==> config.mk <==
export PLATFORM = sky130hd
export DESIGN_NAME = contrast_stretch_minmax
export DESIGN_NICKNAME = d
export VERILOG_FILES = /design/src/hdl/csm_pkg.sv /design/src/hdl/csm_ctrl.sv /design/src/hdl/csm_dp.sv /design/src/hdl/contrast_stretch_minmax.sv
export VERILOG_INCLUDE_DIRS = /design/src /design/src/hdl
export SDC_FILE = /design/constraint.sdc
export NUM_CORES = 1
export LEC_CHECK = 0
export BUFFER_PORTS_ARGS = -buffer_cell sky130_fd_sc_hd__buf_2
export CAP_MARGIN = 20
export CORE_UTILIZATION = 25
export CTS_BUF_LIST = sky130_fd_sc_hd__clkbuf_8
export DETAILED_ROUTE_END_ITERATION = 6
export PLACE_DENSITY = 0.45
export RECOVER_POWER = 25
export SLEW_MARGIN = 20
export SYNTH_ARGS = -nofsm -noshare
export SYNTH_HDL_FRONTEND = slang
export SYNTH_HIERARCHICAL = 1
export SYNTH_SLANG_ARGS = --single-unit
==> constraint.sdc <==
create_clock -name clk -period 5.2 [get_ports clk]
set_input_delay 1.56 -clock clk [delete_from_list [all_inputs] [get_ports clk]]
set_output_delay 1.56 -clock clk [all_outputs]
set_load 0.02 [all_outputs]
==> src/hdl/contrast_stretch_minmax_assert.svh <==
// Assertion macros shared by the contrast stretch RTL.
// Expects clk and rst_n in the scope of the module that uses them.
`ifndef CONTRAST_STRETCH_MINMAX_ASSERT_SVH
`define CONTRAST_STRETCH_MINMAX_ASSERT_SVH

// Same-cycle implication, checked out of reset
`define CSM_ASSERT_NOW(lbl, ante, cons, msg) \
  lbl: assert property (@(posedge clk) disable iff (!rst_n) (ante) |-> (cons)) else $error(msg);

// Next-cycle implication, checked out of reset
`define CSM_ASSERT_NEXT(lbl, ante, cons, msg) \
  lbl: assert property (@(posedge clk) disable iff (!rst_n) (ante) |=> (cons)) else $error(msg);

`endif

==> src/hdl/csm_pkg.sv <==
// Package for the min/max contrast stretch block: payload structs, FSM states,
// controller-datapath command/status types and fixed constants. No dependencies.
`default_nettype none

package csm_pkg;

  localparam int NUM_CH     = 4;
  localparam int PIX_W      = 8;
  localparam int DIV_STEPS  = 8;                   // quotient bits
  localparam int STEP_W     = $clog2(DIV_STEPS);
  localparam int NUM_W      = 17;                  // (p-min)*510 + range
  localparam int DEN_W      = 9;                   // 2 * range
  localparam logic [PIX_W-1:0] FULL_SCALE = 8'd255;

  // function codes of an input item
  localparam logic FUNC_MEASURE = 1'b0;
  localparam logic FUNC_ADJUST  = 1'b1;

  typedef struct packed {
    logic             func;
    logic             first;
    logic [PIX_W-1:0] red;
    logic [PIX_W-1:0] green;
    logic [PIX_W-1:0] blue;
    logic [PIX_W-1:0] alpha;
  } csm_in_t;

  typedef struct packed {
    logic [PIX_W-1:0] red_out;
    logic [PIX_W-1:0] green_out;
    logic [PIX_W-1:0] blue_out;
    logic [PIX_W-1:0] alpha_out;
  } csm_out_t;

  typedef enum logic [1:0] {
    ST_IDLE,
    ST_DIV,
    ST_EMIT
  } csm_state_t;

  // controller to datapath
  typedef struct packed {
    logic              measure;   // measure item transferred, update marks
    logic              load;      // adjust item transferred, set up divide
    logic              step;      // one restoring divide step
    logic [STEP_W-1:0] bit_idx;   // quotient bit resolved by this step
    logic              emit;      // load the output register
  } csm_cmd_t;

  // datapath to controller
  typedef struct packed {
    logic out_busy;               // output register holds an untaken result
  } csm_sts_t;

endpackage

`default_nettype wire

==> src/hdl/csm_ctrl.sv <==
// Controller FSM for the contrast stretch block: input handshake and divide sequencing.
// Depends on csm_pkg and contrast_stretch_minmax_assert.svh.
`default_nettype none

`include "contrast_stretch_minmax_assert.svh"

module csm_ctrl
  import csm_pkg::*;
(
  input  wire logic     clk,
  input  wire logic     rst_n,
  input  wire logic     in_valid,
  output logic          in_ready,
  input  wire logic     in_func,
  input  wire csm_sts_t sts,
  output csm_cmd_t      cmd
);

  csm_state_t        state_r, state_nxt;
  logic [STEP_W-1:0] cnt_r, cnt_nxt;
  logic              xfer;

  assign in_ready = (state_r == ST_IDLE);
  assign xfer     = in_valid && in_ready;

  // state register
  always_ff @(posedge clk) begin
    if (!rst_n) begin
      state_r <= ST_IDLE;
      cnt_r   <= '0;
    end else begin
      state_r <= state_nxt;
      cnt_r   <= cnt_nxt;
    end
  end

  // next state
  always_comb begin
    state_nxt = state_r;
    cnt_nxt   = cnt_r;
    case (state_r)
      ST_IDLE: begin
        if (xfer && in_func == FUNC_ADJUST) begin
          state_nxt = ST_DIV;
          cnt_nxt   = STEP_W'(DIV_STEPS - 1);
        end
      end
      ST_DIV: begin
        cnt_nxt = cnt_r - 1'b1;
        if (cnt_r == '0) begin
          state_nxt = ST_EMIT;
        end
      end
      ST_EMIT: begin
        if (!sts.out_busy) begin
          state_nxt = ST_IDLE;
        end
      end
      default: begin
        state_nxt = ST_IDLE;
      end
    endcase
  end

  // command outputs
  always_comb begin
    cmd = '0;
    case (state_r)
      ST_IDLE: begin
        cmd.measure = xfer && (in_func == FUNC_MEASURE);
        cmd.load    = xfer && (in_func == FUNC_ADJUST);
      end
      ST_DIV: begin
        cmd.step    = 1'b1;
        cmd.bit_idx = cnt_r;
      end
      ST_EMIT: begin
        cmd.emit = !sts.out_busy;
      end
      default: begin
        cmd = '0;
      end
    endcase
  end

  `CSM_ASSERT_NEXT(a_load_starts_div, cmd.load, (state_r == ST_DIV) && (cnt_r == STEP_W'(DIV_STEPS - 1)), "adjust transfer did not start a full divide")
  `CSM_ASSERT_NEXT(a_div_ends_emit, (state_r == ST_DIV) && (cnt_r == '0), state_r == ST_EMIT, "divide did not end in emit")
  `CSM_ASSERT_NOW(a_cmd_onehot, 1'b1, $onehot0({cmd.measure, cmd.load, cmd.step, cmd.emit}), "more than one command")

endmodule

`default_nettype wire

==> src/hdl/csm_dp.sv <==
// Datapath for the contrast stretch block: per-channel marks, four-lane restoring
// divider and the output register. Depends on csm_pkg and the assertion header.
`default_nettype none

`include "contrast_stretch_minmax_assert.svh"

module csm_dp
  import csm_pkg::*;
(
  input  wire logic     clk,
  input  wire logic     rst_n,
  input  wire logic     cfg_wr_en,
  input  wire logic     cfg_wr_data,
  input  wire csm_in_t  in_data,
  input  wire csm_cmd_t cmd,
  output csm_sts_t      sts,
  output logic          out_valid,
  input  wire logic     out_ready,
  output csm_out_t      out_data
);

  logic                 has_alpha_r;
  logic [PIX_W-1:0]     px [NUM_CH];

  logic [PIX_W-1:0]     lo_r [NUM_CH], lo_nxt [NUM_CH];
  logic [PIX_W-1:0]     hi_r [NUM_CH], hi_nxt [NUM_CH];
  logic [NUM_W-1:0]     rem_r [NUM_CH], rem_nxt [NUM_CH];
  logic [DEN_W-1:0]     den_r [NUM_CH], den_nxt [NUM_CH];
  logic [PIX_W-1:0]     q_r [NUM_CH], q_nxt [NUM_CH];
  logic                 ovr_r [NUM_CH], ovr_nxt [NUM_CH];
  logic [PIX_W-1:0]     ovr_val_r [NUM_CH], ovr_val_nxt [NUM_CH];
  logic [PIX_W-1:0]     res [NUM_CH];

  logic                 out_valid_r, out_valid_nxt;
  csm_out_t             out_r, out_nxt;

  // pixel lanes; alpha reads as zero without an alpha byte
  always_comb begin
    px[0] = in_data.red;
    px[1] = in_data.green;
    px[2] = in_data.blue;
    px[3] = has_alpha_r ? in_data.alpha : '0;
  end

  // marks and divider lanes
  always_comb begin
    logic [PIX_W-1:0] diff;
    logic [PIX_W-1:0] rng;
    logic [NUM_W-1:0] dsh;
    logic [NUM_W:0]   trial;
    diff  = '0;
    rng   = '0;
    dsh   = '0;
    trial = '0;
    for (int c = 0; c < NUM_CH; c++) begin
      lo_nxt[c]      = lo_r[c];
      hi_nxt[c]      = hi_r[c];
      rem_nxt[c]     = rem_r[c];
      den_nxt[c]     = den_r[c];
      q_nxt[c]       = q_r[c];
      ovr_nxt[c]     = ovr_r[c];
      ovr_val_nxt[c] = ovr_val_r[c];

      // measure: first pixel reloads, otherwise track min and max
      if (cmd.measure) begin
        if (in_data.first) begin
          lo_nxt[c] = px[c];
          hi_nxt[c] = px[c];
        end else begin
          if (px[c] < lo_r[c]) lo_nxt[c] = px[c];
          if (px[c] > hi_r[c]) hi_nxt[c] = px[c];
        end
      end

      // adjust set-up: numerator (p-min)*510 + range, divisor 2*range
      if (cmd.load) begin
        diff           = px[c] - lo_r[c];
        rng            = hi_r[c] - lo_r[c];
        rem_nxt[c]     = {diff, 9'b0} - {8'b0, diff, 1'b0} + {9'b0, rng};
        den_nxt[c]     = {rng, 1'b0};
        q_nxt[c]       = '0;
        ovr_nxt[c]     = (hi_r[c] <= lo_r[c]) || (px[c] < lo_r[c]) || (px[c] > hi_r[c]);
        ovr_val_nxt[c] = ((hi_r[c] > lo_r[c]) && (px[c] > hi_r[c])) ? FULL_SCALE : '0;
      end

      // restoring step: subtract the shifted divisor if it fits
      if (cmd.step) begin
        dsh   = NUM_W'(den_r[c]) << cmd.bit_idx;
        trial = {1'b0, rem_r[c]} - {1'b0, dsh};
        if (!trial[NUM_W]) begin
          rem_nxt[c] = trial[NUM_W-1:0];
          q_nxt[c]   = {q_r[c][PIX_W-2:0], 1'b1};
        end else begin
          q_nxt[c]   = {q_r[c][PIX_W-2:0], 1'b0};
        end
      end

      res[c] = ovr_r[c] ? ovr_val_r[c] : q_r[c];
    end
  end

  // output register
  always_comb begin
    out_nxt       = out_r;
    out_valid_nxt = out_valid_r && !out_ready;
    if (cmd.emit) begin
      out_nxt = '{red_out: res[0], green_out: res[1], blue_out: res[2], alpha_out: res[3]};
      out_valid_nxt = 1'b1;
    end
  end

  assign sts.out_busy = out_valid_r && !out_ready;
  assign out_valid    = out_valid_r;
  assign out_data     = out_r;

  // control and mark registers
  always_ff @(posedge clk) begin
    if (!rst_n) begin
      has_alpha_r <= 1'b0;
      out_valid_r <= 1'b0;
      for (int c = 0; c < NUM_CH; c++) begin
        lo_r[c] <= '0;
        hi_r[c] <= '0;
      end
    end else begin
      if (cfg_wr_en) has_alpha_r <= cfg_wr_data;
      out_valid_r <= out_valid_nxt;
      for (int c = 0; c < NUM_CH; c++) begin
        lo_r[c] <= lo_nxt[c];
        hi_r[c] <= hi_nxt[c];
      end
    end
  end

  // divider and output payload
  always_ff @(posedge clk) begin
    out_r <= out_nxt;
    for (int c = 0; c < NUM_CH; c++) begin
      rem_r[c]     <= rem_nxt[c];
      den_r[c]     <= den_nxt[c];
      q_r[c]       <= q_nxt[c];
      ovr_r[c]     <= ovr_nxt[c];
      ovr_val_r[c] <= ovr_val_nxt[c];
    end
  end

  `CSM_ASSERT_NOW(a_marks_ordered, 1'b1, (lo_r[0] <= hi_r[0]) && (lo_r[1] <= hi_r[1]) && (lo_r[2] <= hi_r[2]) && (lo_r[3] <= hi_r[3]), "minimum mark above maximum mark")
  `CSM_ASSERT_NEXT(a_first_reload, cmd.measure && in_data.first, (lo_r[0] == hi_r[0]) && (lo_r[1] == hi_r[1]) && (lo_r[2] == hi_r[2]) && (lo_r[3] == hi_r[3]), "first pixel did not reload both marks")
  `CSM_ASSERT_NEXT(a_emit_fills_out, cmd.emit, out_valid_r, "emit did not fill the output register")

endmodule

`default_nettype wire

==> src/hdl/contrast_stretch_minmax.sv <==
// Per-channel min/max contrast stretch of RGBA pixels in two passes. Measure
// items (func 0) update the per-channel minimum and maximum; adjust items
// (func 1) form numerator and divisor, run eight steps of the four-lane
// restoring divider (one quotient bit per step), then load the output register
// once it is no longer held by the consumer. One item is in work at a time; the
// output register lets the next item be transferred while a result waits.
// Depends on csm_pkg, csm_ctrl, csm_dp.
`default_nettype none

module contrast_stretch_minmax
  import csm_pkg::*;
(
  input  wire logic    clk,
  input  wire logic    rst_n,
  input  wire logic    cfg_wr_en,
  input  wire logic    cfg_wr_data,
  input  wire logic    in_valid,
  output logic         in_ready,
  input  wire csm_in_t in_data,
  output logic         out_valid,
  input  wire logic    out_ready,
  output csm_out_t     out_data
);

  csm_cmd_t cmd;
  csm_sts_t sts;

  // sequencing
  csm_ctrl u_ctrl (
    .clk      (clk),
    .rst_n    (rst_n),
    .in_valid (in_valid),
    .in_ready (in_ready),
    .in_func  (in_data.func),
    .sts      (sts),
    .cmd      (cmd)
  );

  // marks, divider and output register
  csm_dp u_dp (
    .clk         (clk),
    .rst_n       (rst_n),
    .cfg_wr_en   (cfg_wr_en),
    .cfg_wr_data (cfg_wr_data),
    .in_data     (in_data),
    .cmd         (cmd),
    .sts         (sts),
    .out_valid   (out_valid),
    .out_ready   (out_ready),
    .out_data    (out_data)
  );

endmodule

`default_nettype wire
* Word level (Yosys, flattened, before mapping)
Memory sizes are Yosys's and may differ from the RTL's. Cells that the tools add are included. Widths: inputs -> output; s select.
Storage, ports and cells: output and inout port bits 34, memories 7, flip-flop bits (word level) 39, bits in writable memories 236
Cells by class: equal/unequal tests 5, bitwise logic cells 9, shift operators 4, reduce and logical (&&, ||, !) cells 23, $add $sub $neg 21, $lt $le $gt $ge 16, muxes and demuxes 89
Memory list:
- u_dp.rem_r | words 4, width 17, read ports 4, clocked after memory_dff 0, write ports 4, line csm_dp.sv:27 | logic [NUM_W-1:0] rem_r [NUM_CH], rem_nxt [NUM_CH];
- u_dp.den_r | words 4, width 9, read ports 4, clocked after memory_dff 0, write ports 4, line csm_dp.sv:28 | logic [DEN_W-1:0] den_r [NUM_CH], den_nxt [NUM_CH];
- u_dp.hi_r | words 4, width 8, read ports 4, clocked after memory_dff 0, write ports 4, line csm_dp.sv:26 | logic [PIX_W-1:0] hi_r [NUM_CH], hi_nxt [NUM_CH];
- u_dp.lo_r | words 4, width 8, read ports 4, clocked after memory_dff 0, write ports 4, line csm_dp.sv:25 | logic [PIX_W-1:0] lo_r [NUM_CH], lo_nxt [NUM_CH];
- u_dp.ovr_val_r | words 4, width 8, read ports 4, clocked after memory_dff 0, write ports 4, line csm_dp.sv:31 | logic [PIX_W-1:0] ovr_val_r [NUM_CH], ovr_val_nxt [NUM_CH];
- u_dp.q_r | words 4, width 8, read ports 4, clocked after memory_dff 0, write ports 4, line csm_dp.sv:29 | logic [PIX_W-1:0] q_r [NUM_CH], q_nxt [NUM_CH];
- +1 memories
Operators with widths (count):
- $mux 8 | 53
- $mux 17 | 12
- $sub 17x17->18 | 4
- $add 17x8->17 | 4
- $shl 9x3->17 | 4
- $sub 17x9->17 | 4
- $gt 8x8->1 | 8
- $sub 8x8->8 | 8
- $mux 9 | 4
- $le 8x8->1 | 4
- $lt 8x8->1 | 4
- $mux 1 | 12
- $logic_and 1x1->1 | 8
- $logic_or 1x1->1 | 8
- $mux 2 | 4
- $or 1x1->1 | 8
- $pmux 2 s3 | 1
- $pmux 3 s2 | 1
- $mux 4 | 1
- $ne 2x2->1 const B | 2
- $logic_not 3->1 | 1
- $mux 3 | 1
- $reduce_and 3->1 | 1
- $sub 3x1->3 const B | 1
- other kinds (8) | 9

* Depth between registers and ports, before layout
Gate-level depths: netlist of run 1.
depth in word-level cells 7, gate-level depth with buffers 21, mapped depth without buffers 19

* By module
The synthesis of run 1 kept the hierarchy.
By module, submodules not included:
- csm_dp | seq. area each 5725.5 µm², instances 1, cells each 2002, area each 17787.1 µm²
- csm_ctrl | seq. area each 100.1 µm², instances 1, cells each 31, area each 286.5 µm²

* Worst setup path before layout of run 1
OpenSTA, ideal clock, no wires.
path type input port to flip-flop, start input port in_data[2] (netlist bit), end memory u_dp.rem_r[3][11], setup time 0.123 ns, setup slack 0.553 ns, stages on the path 15, arrival 4.524 ns, path through nand2_1 -> inv_1 -> ha_1 -> a21oi_1 -> a211oi_1 -> nand2b_1 -> ha_1 -> a21oi_1 -> o21ai_0 -> maj3_2 -> maj3_2 -> maj3_2 -> a21oi_1 -> xor2_1 -> o21ai_1
RTL lines:
- start: declaration | line contrast_stretch_minmax.sv:19 | input wire csm_in_t in_data,
- end: declaration | line csm_dp.sv:27

==> results of run 1 <==
==> synthesized netlist by cell type (4+ instances only) <==
library cell / n / area [sq um]
o21ai_1: 15 / 75.1
mux2i_1: 104 / 1040
o21a_1: 45 / 338
mux2_2: 12 / 135
nand2b_1: 29 / 181
o21bai_1: 14 / 105
inv_1: 166 / 623
edfxtp_1: 104 / 3120
a21o_1: 39 / 293
nand3_1: 33 / 165
a31o_2: 4 / 35.0
o22ai_1: 6 / 37.5
a211oi_1: 13 / 97.6
fa_1: 8 / 160
a211o_1: 9 / 78.8
or3_1: 20 / 125
nand4_1: 18 / 113
xor2_1: 35 / 307
nand2_1: 117 / 439
nor2_1: 124 / 465
a22oi_1: 4 / 30.0
and3_1: 8 / 50.1
nand3b_1: 6 / 45.0
maj3_1: 4 / 40.0
a21oi_1: 134 / 671
o21ai_0: 142 / 711
or2_2: 7 / 43.8
nor2b_1: 94 / 588
ha_1: 183 / 2290
clkbuf_1: 44 / 165
a21boi_0: 11 / 82.6
buf_1: 6 / 22.5
o31ai_1: 8 / 60.1
dfxtp_1: 135 / 2700
o211ai_1: 16 / 120
and2_1: 53 / 332
nor3_1: 29 / 145
nor3b_1: 19 / 143
buf_2: 7 / 35.0
maj3_2: 6 / 67.6
xnor2_1: 98 / 858
a31oi_1: 22 / 138
o31a_1: 6 / 52.6
==> power by group <==
group	leakage [nW]	total (mW)	switching (mW)	internal, mW
clock network	0.511	1.86	0.874	0.987
registers	2.10	2.55	0.213	2.34
logic	5.62	4.18	2.31	1.87
total	8.23	8.59	3.40	5.19
==> how the worst max path moves through the flow <==
stage	cells past startpoint	startpoint	endpoint
2_1_floorplan	15	in_data[2]	u_dp/rem_r[3][11]
3_3_place_gp	16	in_data[2]	u_dp/rem_r[3][11]
3_5_place_dp	16	in_data[2]	u_dp/rem_r[3][11]
4_1_cts	19	u_ctrl/state_r[0]	u_dp/rem_r[3][10]
5_1_grt	19	u_ctrl/state_r[0]	u_dp/rem_r[3][8]
6_report	18	u_ctrl/state_r[0]	u_dp/rem_r[2][16]
==> registers in the layout, summed over array words and instances, names as in the netlist <==
signal / count
u_dp/ovr_val_r: 4
u_dp/out_valid: 1
u_dp/out_data: 32
u_dp/rem_r: 64
u_dp/hi_r: 32
u_dp/ovr_r: 4
u_ctrl/state_r: 2
u_dp/has_alpha_r: 1
u_dp/den_r: 32
u_dp/lo_r: 32
u_dp/q_r: 32
u_ctrl/cnt_r: 3
==> final cells by class <==
type / instances / area, sq um
inverter: 169 / 634
clock buffer: 50 / 688
timing repair buffer: 104 / 603
tap: 950 / 1190
fill: 7587 / 50900
clock inverter: 35 / 204
sequential: 239 / 5830
antenna: 3 / 7.51
multi-input combinational: 1566 / 11400
==> per-stage QoR <==
stage	utilization, %	worst slack [ns]	cells	hold slack [ns]	total power, mW
6_report	28.7	0.598	3116	0.485	8.59
5_1_grt	28.7	0.121	3114	0.517	9.32
4_1_cts	28.7	0.512	3113	0.489	8.71
3_5_place_dp	27.5	0.174	3028	0.481	6.76
3_3_place_gp	27.5	0.180	3028	0.474	6.68
2_1_floorplan	-	0.553	2033	0.450	5.82
==> routing by layer <==
metal	wire length [um]	part of all wire [%]
met5	9	0.019
met4	1250	2.6
met3	1850	3.8
met2	23000	48
met1	22000	46
==> critical path, stage by stage, from the launching register on <==
cell and delay (ns):
dfxtp_1 0.39, nor2b_4 0.21, and2_2 0.34, buf_4 0.24, mux2_2 0.37, nor2_1 0.09
a21oi_1 0.07, mux2i_1 0.18, ha_1 0.32, a21o_1 0.20, a21o_1 0.18, a21o_1 0.20
a22o_1 0.18, a211oi_1 0.41, a21oi_1 0.20, a31oi_2 0.25, inv_2 0.23, a311oi_1 0.28
a311oi_1 0.06
==> kinds of logic (layout without fill, tap and decap cells) <==
logic type | count (synthesis) | count (layout)
AND/OR/NAND/NOR | 574 | 574
flip-flops | 239 | 239
multiplexers | 116 | 116
other | 0 | 3
AO/OA/AOI/OAI | 542 | 542
adder cells (fa/ha/maj) | 201 | 201
XOR/XNOR | 133 | 133
buffers and inverters | 228 | 358
==> results.md, run 1 <==
- Status: finished with violations
- Violated checks: max-capacitance violations, max-slew violations
- # rows: 98
- Ports: 74
- Max Cap Viol: 2
- Maximum root-to-sink buffer count: 3
- Tot GR Track Use: 13.1%
- Simple-gate share of the synthesized area: 16.6%
- Global routing usage on met3: 2.30%
- CP Capture Type: flip-flop
- TritonCTS buffer count: 47
- Vias per cell: 4.70
- Fmax achieved: 217 MHz
- R2r setup slk: 0.60 ns
- Total number of vias: roughly 15000
- Max FO, Critical Path: 19
- Proportion of layout cells with a drive suffix above 1: 10.4%
- Die area: around 73000 sq um
- Seq cells post-synth: between 200 and 250
- Commonest non-fill, non-tap cell in the layout: ha_1
- Final period util: 88.5%
- Worst slew margin: -32.2%
- Post-route antenna net violation count: 0
- Core Region: between 70000 and 80000 sq um
- Sequential share of the synthesized area: about 32%
- Most frequent cells in the layout: ha_1, inv_1, o21ai_0, dfxtp_1, a21oi_1
- Max-slew violation count: 83
- Clock latency on the worst-skew pair: 0.63 ns
- Clock transition at path regs: 0.06 ns
- Root Buffer: clkbuf_8
- Setup TNS: 0 ns
- Primary FF master, synth: dfxtp_1
- Worst setup SP type: flip-flop
- Final Wtd Congestion: 0.857
- Total clock sinks: between 200 and 250
- Peak VDD IR: 0.166 mV
- Worst r2r src: u_ctrl/state_r[0]
- Arrival time worst endpoint: roughly 5 ns
- Post-synthesis async set-or-reset flop share: 0%
- Syn_area_per_cell: 8.89 sq um
- Syn Nets: 2264
- Global-route wire length before repair: just under 80000 um
- Area grow syn2layout: 13.7%
- Grt total ovfl: 0
- Final Hold Fails: 0
- Netlist cell types: slightly below 90
- Area of placed instances: 19700 sq um
- Iter 0 DRT Violations: slightly above 600
- Hold Path End: u_dp/rem_r[2][16]
- Die width: 271 um
- Yosys warnings: 6
- Largest net degree at the start of global routing: roughly 130
- WL per Instance: between 15 and 20 um
- DRC Markers: 0
- Initial core utilization: between 20% and 30%
- Met1 Use GR: between 10% and 20%
- Worst reg2reg path depth: 18
- RSZ-0062 raised after global routing: no
- Post-synthesis mux area share: 6.51%
- TritonCTS clock tree: done
- Post-route cell area: 20500 sq um
- Hold Buf Count CTS: 0
- Pwr per Cell Area: about 420 nW/um^2
- Cts repair resizes: 0
- Actual slew at the worst max-slew pin: 1.98 ns
- Hold Path Depth: 1
- Largest family of logic cells by synthesized area: compound AO/OA/AOI/OAI gates
- Critical path required time: ~5.6 ns
- H-tree levels: 2
- Min Clock Period, post-route: 4.60 ns
- Postcts setup bufs: 0
- Final setup vio count: 0
- Worst hold start: u_dp/rem_r[2][16]
- Initial antenna violation count: 3
- EDFF count, synth: 104
- HPWL after detailed placement: 36800 um
- Crit path kind: reg -> reg
- Mapped Cells: 2033
- Post-synthesis xor/xnor area fraction: 6.45%
- Met2 Track Usage GR: 22.6%
- Gr busiest metal: met2
- Routed wire length: 48200 um
- Hold Path Class: reg -> reg
- Post-synthesis adder-cell area fraction: 14.2%
- Clock skew after layout: 0.0281 ns
- Die height: ~270 um
- Number of global-route vias before repair: roughly 15000
- Buffers on Ports: 73
- Mapped cell area: ~18000 sq um
- Nets: 2358
- Critical R2R Capture: u_dp/rem_r[2][16]
- Static Leak: 8.23 nW
- Router iterations before antenna repair: 5
- Compound-Gate Fraction of Synth Area: 19.2%
No activity file was read; power rests on OpenSTA's default activity.
==> run 2: changes to the inputs <==
- ABC_AREA: default -> 1
- SLEW_MARGIN: 20 -> 5
==> run 2 against run 1 <==
Compared with the run above:
- the flow still finishes with violations (max-capacitance violations, max-slew violations)
- sequential power grew 4%
- cell count is 19% higher
- synthesized cell count grew 28%
- clock power increased by 24%
- global-route usage increased by 0.85 points
- sequential share of layout area decreased by 0.98 points
- first-iteration DRC count grew 43%
- worst setup slack gained 0.22 ns
- maximum frequency rose by 5.0%
- largest cell class unchanged
- cell area up 3.6%
- flip-flop and latch count stayed put
- clock skew grew 0.018 ns
==> results.md, run 2 <==
- Hold Path Class: reg -> reg
- Max-slew violation count: 38
- WL per Instance: between 10 and 15 um
- Static Leak: 9.81 nW
- Worst Hold Slack: 0.477 ns
- Primary FF master, synth: dfxtp_1
- Total clock sinks: 239
- Synth area leaders: edfxtp_1, dfxtp_1, nand2_1
- Critical R2R Capture: u_dp/rem_r[2][15]
- Fmax achieved: around 230 MHz
- Hold Buf Count CTS: 0
- Initial core utilization: 25.2%
- Post-synthesis async set-or-reset flop share: 0%
- TritonCTS buffer count: 52
- Netlist cell types: 67
- Final setup vio count: 0
- Syn Nets: 2835
- Most area-hungry cell type in the Yosys netlist: edfxtp_1
- Cts repair resizes: 0
- Worst reg2reg path depth: 21
- HPWL after detailed placement: 41100 um
- Mapped cell area: 18700 sq um
- Router iterations before antenna repair: 7
- Synth top cells by count: nand2_1, inv_1, a21oi_1, o21ai_0, ha_1
- Clock skew after layout: around 0.046 ns
- Critical path required time: about 5.7 ns
- Die area: 76000 sq um
- Final Wtd Congestion: between 0.8 and 0.9
- Largest net degree at the start of global routing: 49
- Hold Path End: u_dp/lo_r[2][0]
- Grt total ovfl: 0
- Commonest non-fill, non-tap cell in the layout: nand2_1
- Post-layout util: 28.6%
- Largest Register: u_dp/rem_r
- Iter 0 DRT Violations: 868
- Total number of vias: 16600
- Slowest CP cell: nand2_1
- Share of the synthesized area in the top cell type: between 15 and 20%
- Buffers on Ports: 73
- Clock latency on the worst-skew pair: 0.66 ns
- Initial antenna violation count: 2
- Critical Path, Cell by Cell: inv_1 > nor2_4 > nand2_2 > inv_1 > inv_2 > nand2_1 > nand2_1 > o21ai_0 > nand2_1 > o21ai_0 > ha_1 > a21oi_1 > o21ai_0 > a221oi_1 > nand2_1 > nand2_1 > nand2_1 > nand2_1 > inv_2 > a21oi_1 > a21oi_1
- Status: finished with violations
- Die width: 276 um
- Number of global-route vias before repair: between 15000 and 20000
- Pwr per Cell Area: between 400 and 500 nW/um^2
- Post-route antenna net violation count: 0
- Postcts setup bufs: 0
- Number of fill cells: 8276
- Sequential share of the synthesized area: 31.1%
- Violated checks: max-capacitance violations, max-slew violations
- Most frequent cells in the layout: nand2_1, inv_1, a21oi_1, o21ai_0, ha_1
- Clock transition at path regs: 0.05 ns
- Arrival time worst endpoint: ~5 ns
- Crit path kind: reg -> reg
- Setup TNS: 0 ns
- H-tree levels: 2
- # rows: 100
- Area grow syn2layout: 13.6%
- Die height: approximately 280 um
- Final period util: 84.3%
- Core Region: 74300 sq um
- R2r setup slk: 0.81 ns
- Worst hold start: u_dp/lo_r[2][0]
- Nets: ~2900
- EDFF count, synth: 104
- Final Hold Fails: 0
- CP Capture Type: flip-flop
- Min Clock Period, post-route: roughly 4.4 ns
- Ports: 74
- TritonCTS clock tree: done
- Most used cell, CP: nand2_1
- Worst r2r src: u_ctrl/state_r[0]
- Vias per cell: 4.50
- Worst slew margin: -41.0%
- Max Cap Viol: 1
- Mapped Cells: 2604
- Proportion of layout cells with a drive suffix above 1: roughly 9.8%
- Tot GR Track Use: about 14%
- Root Buffer: clkbuf_8
- Worst setup SP type: flip-flop
- Global-route wire length before repair: 84700 um
- Top-count cell post-synth: nand2_1
- DRC Markers: 0
- Peak VDD IR: between 0.2 and 0.25 mV
- Max reg flops: 64
- Actual slew at the worst max-slew pin: 2.12 ns
- Maximum root-to-sink buffer count: 3
- Syn_area_per_cell: about 7.2 sq um
- Routed wire length: 52700 um
- Critical path's largest stage delay: 0.52 ns
- Hold Path Depth: 2
- Seq cells post-synth: 239
- Max FO, Critical Path: 25
- Yosys warnings: 6
- RSZ-0062 raised after global routing: no
## run 2: cell count changes after synthesis, moves of 34 or more
cell / delta
nand2_1: +507
nor2_1: +34
mux2i_1: -99
and2_1: -51
nand3_1: +130
xnor2_1: -70
inv_1: +173
nor2b_1: -94
a21oi_1: +98
o21a_1: -34
nand2_2: +34
o21ai_0: +56
## run 2: cells by family (layout without fill, tap and decap cells)
kind of cell	Yosys count	in the layout	synth area share, %
fa+ha+maj	191	191	13.1
mux	5	5	0.267
compound gates	562	562	16.5
flops	239	239	31.1
simple gates	1081	1081	25.4
other cells	0	2	0
buf+inv	430	548	9.02
xor+xnor	96	96	4.67
## run 2: cell type report
class / count / area (sq um) / area share (%)
clock buffers: 56 / 771 / 3.62
flip-flops and latches: 239 / 5830 / 27.4
diodes: 2 / 5.00 / 0.0235
repair buffers: 91 / 508 / 2.39
inverters: 360 / 1360 / 6.38
multi-input cells: 1935 / 11200 / 52.7
well taps: 969 / 1210 / 5.70
clock inverters: 41 / 378 / 1.78
## run 2: worst max-delay path by stage
stage                      start           endpoint  slack [ns]
4_1_cts        u_ctrl/state_r[0]  u_dp/rem_r[2][15]        0.80
6_report       u_ctrl/state_r[0]  u_dp/rem_r[2][15]        0.81
2_1_floorplan        in_data[33]     u_dp/q_r[0][0]        1.00
3_5_place_dp         in_data[24]  u_dp/rem_r[0][10]        0.62
3_3_place_gp         in_data[24]  u_dp/rem_r[0][10]        0.66
5_1_grt        u_ctrl/state_r[0]  u_dp/rem_r[2][10]        0.26
## run 2: routing by layer
metal	wire length, um	global-route usage [%]	part of all wire [%]
met3	1780	1.96	3.4
met4	900	3.64	1.7
met2	22800	22.2	43
met1	27200	19.5	52
met5	0	0	0
## run 2: power by group
part	switching, mW	total [mW]	internal (mW)	leakage [nW]
registers	0.246	2.64	2.39	2.10
clock network	0.927	2.31	1.38	0.663
logic	3.18	5.10	1.92	7.05
total	4.35	10.1	5.70	9.81
## run 2: worst max-delay path, delay by kind of cell, from the launching register on
kind,cells,cell delay (ns)
AND/OR/NAND/NOR,9,1.27
buffers and inverters,4,1.02
flip-flops,1,0.34
AO/OA/AOI/OAI,7,1.26
adder cells (fa/ha/maj),1,0.32
## run 2: stage by stage
step / total power [mW] / cells / cell area [sq um] / worst slack (ns)
after floorplan: 6.59 / 2604 / 18700 / 1.00
after global placement: 7.82 / 3594 / 20100 / 0.655
after detailed placement: 7.76 / 3594 / 20100 / 0.624
after CTS: 10.2 / 3691 / 21300 / 0.798
after global routing: 11.0 / 3692 / 21300 / 0.263
final: 10.1 / 3693 / 21300 / 0.815
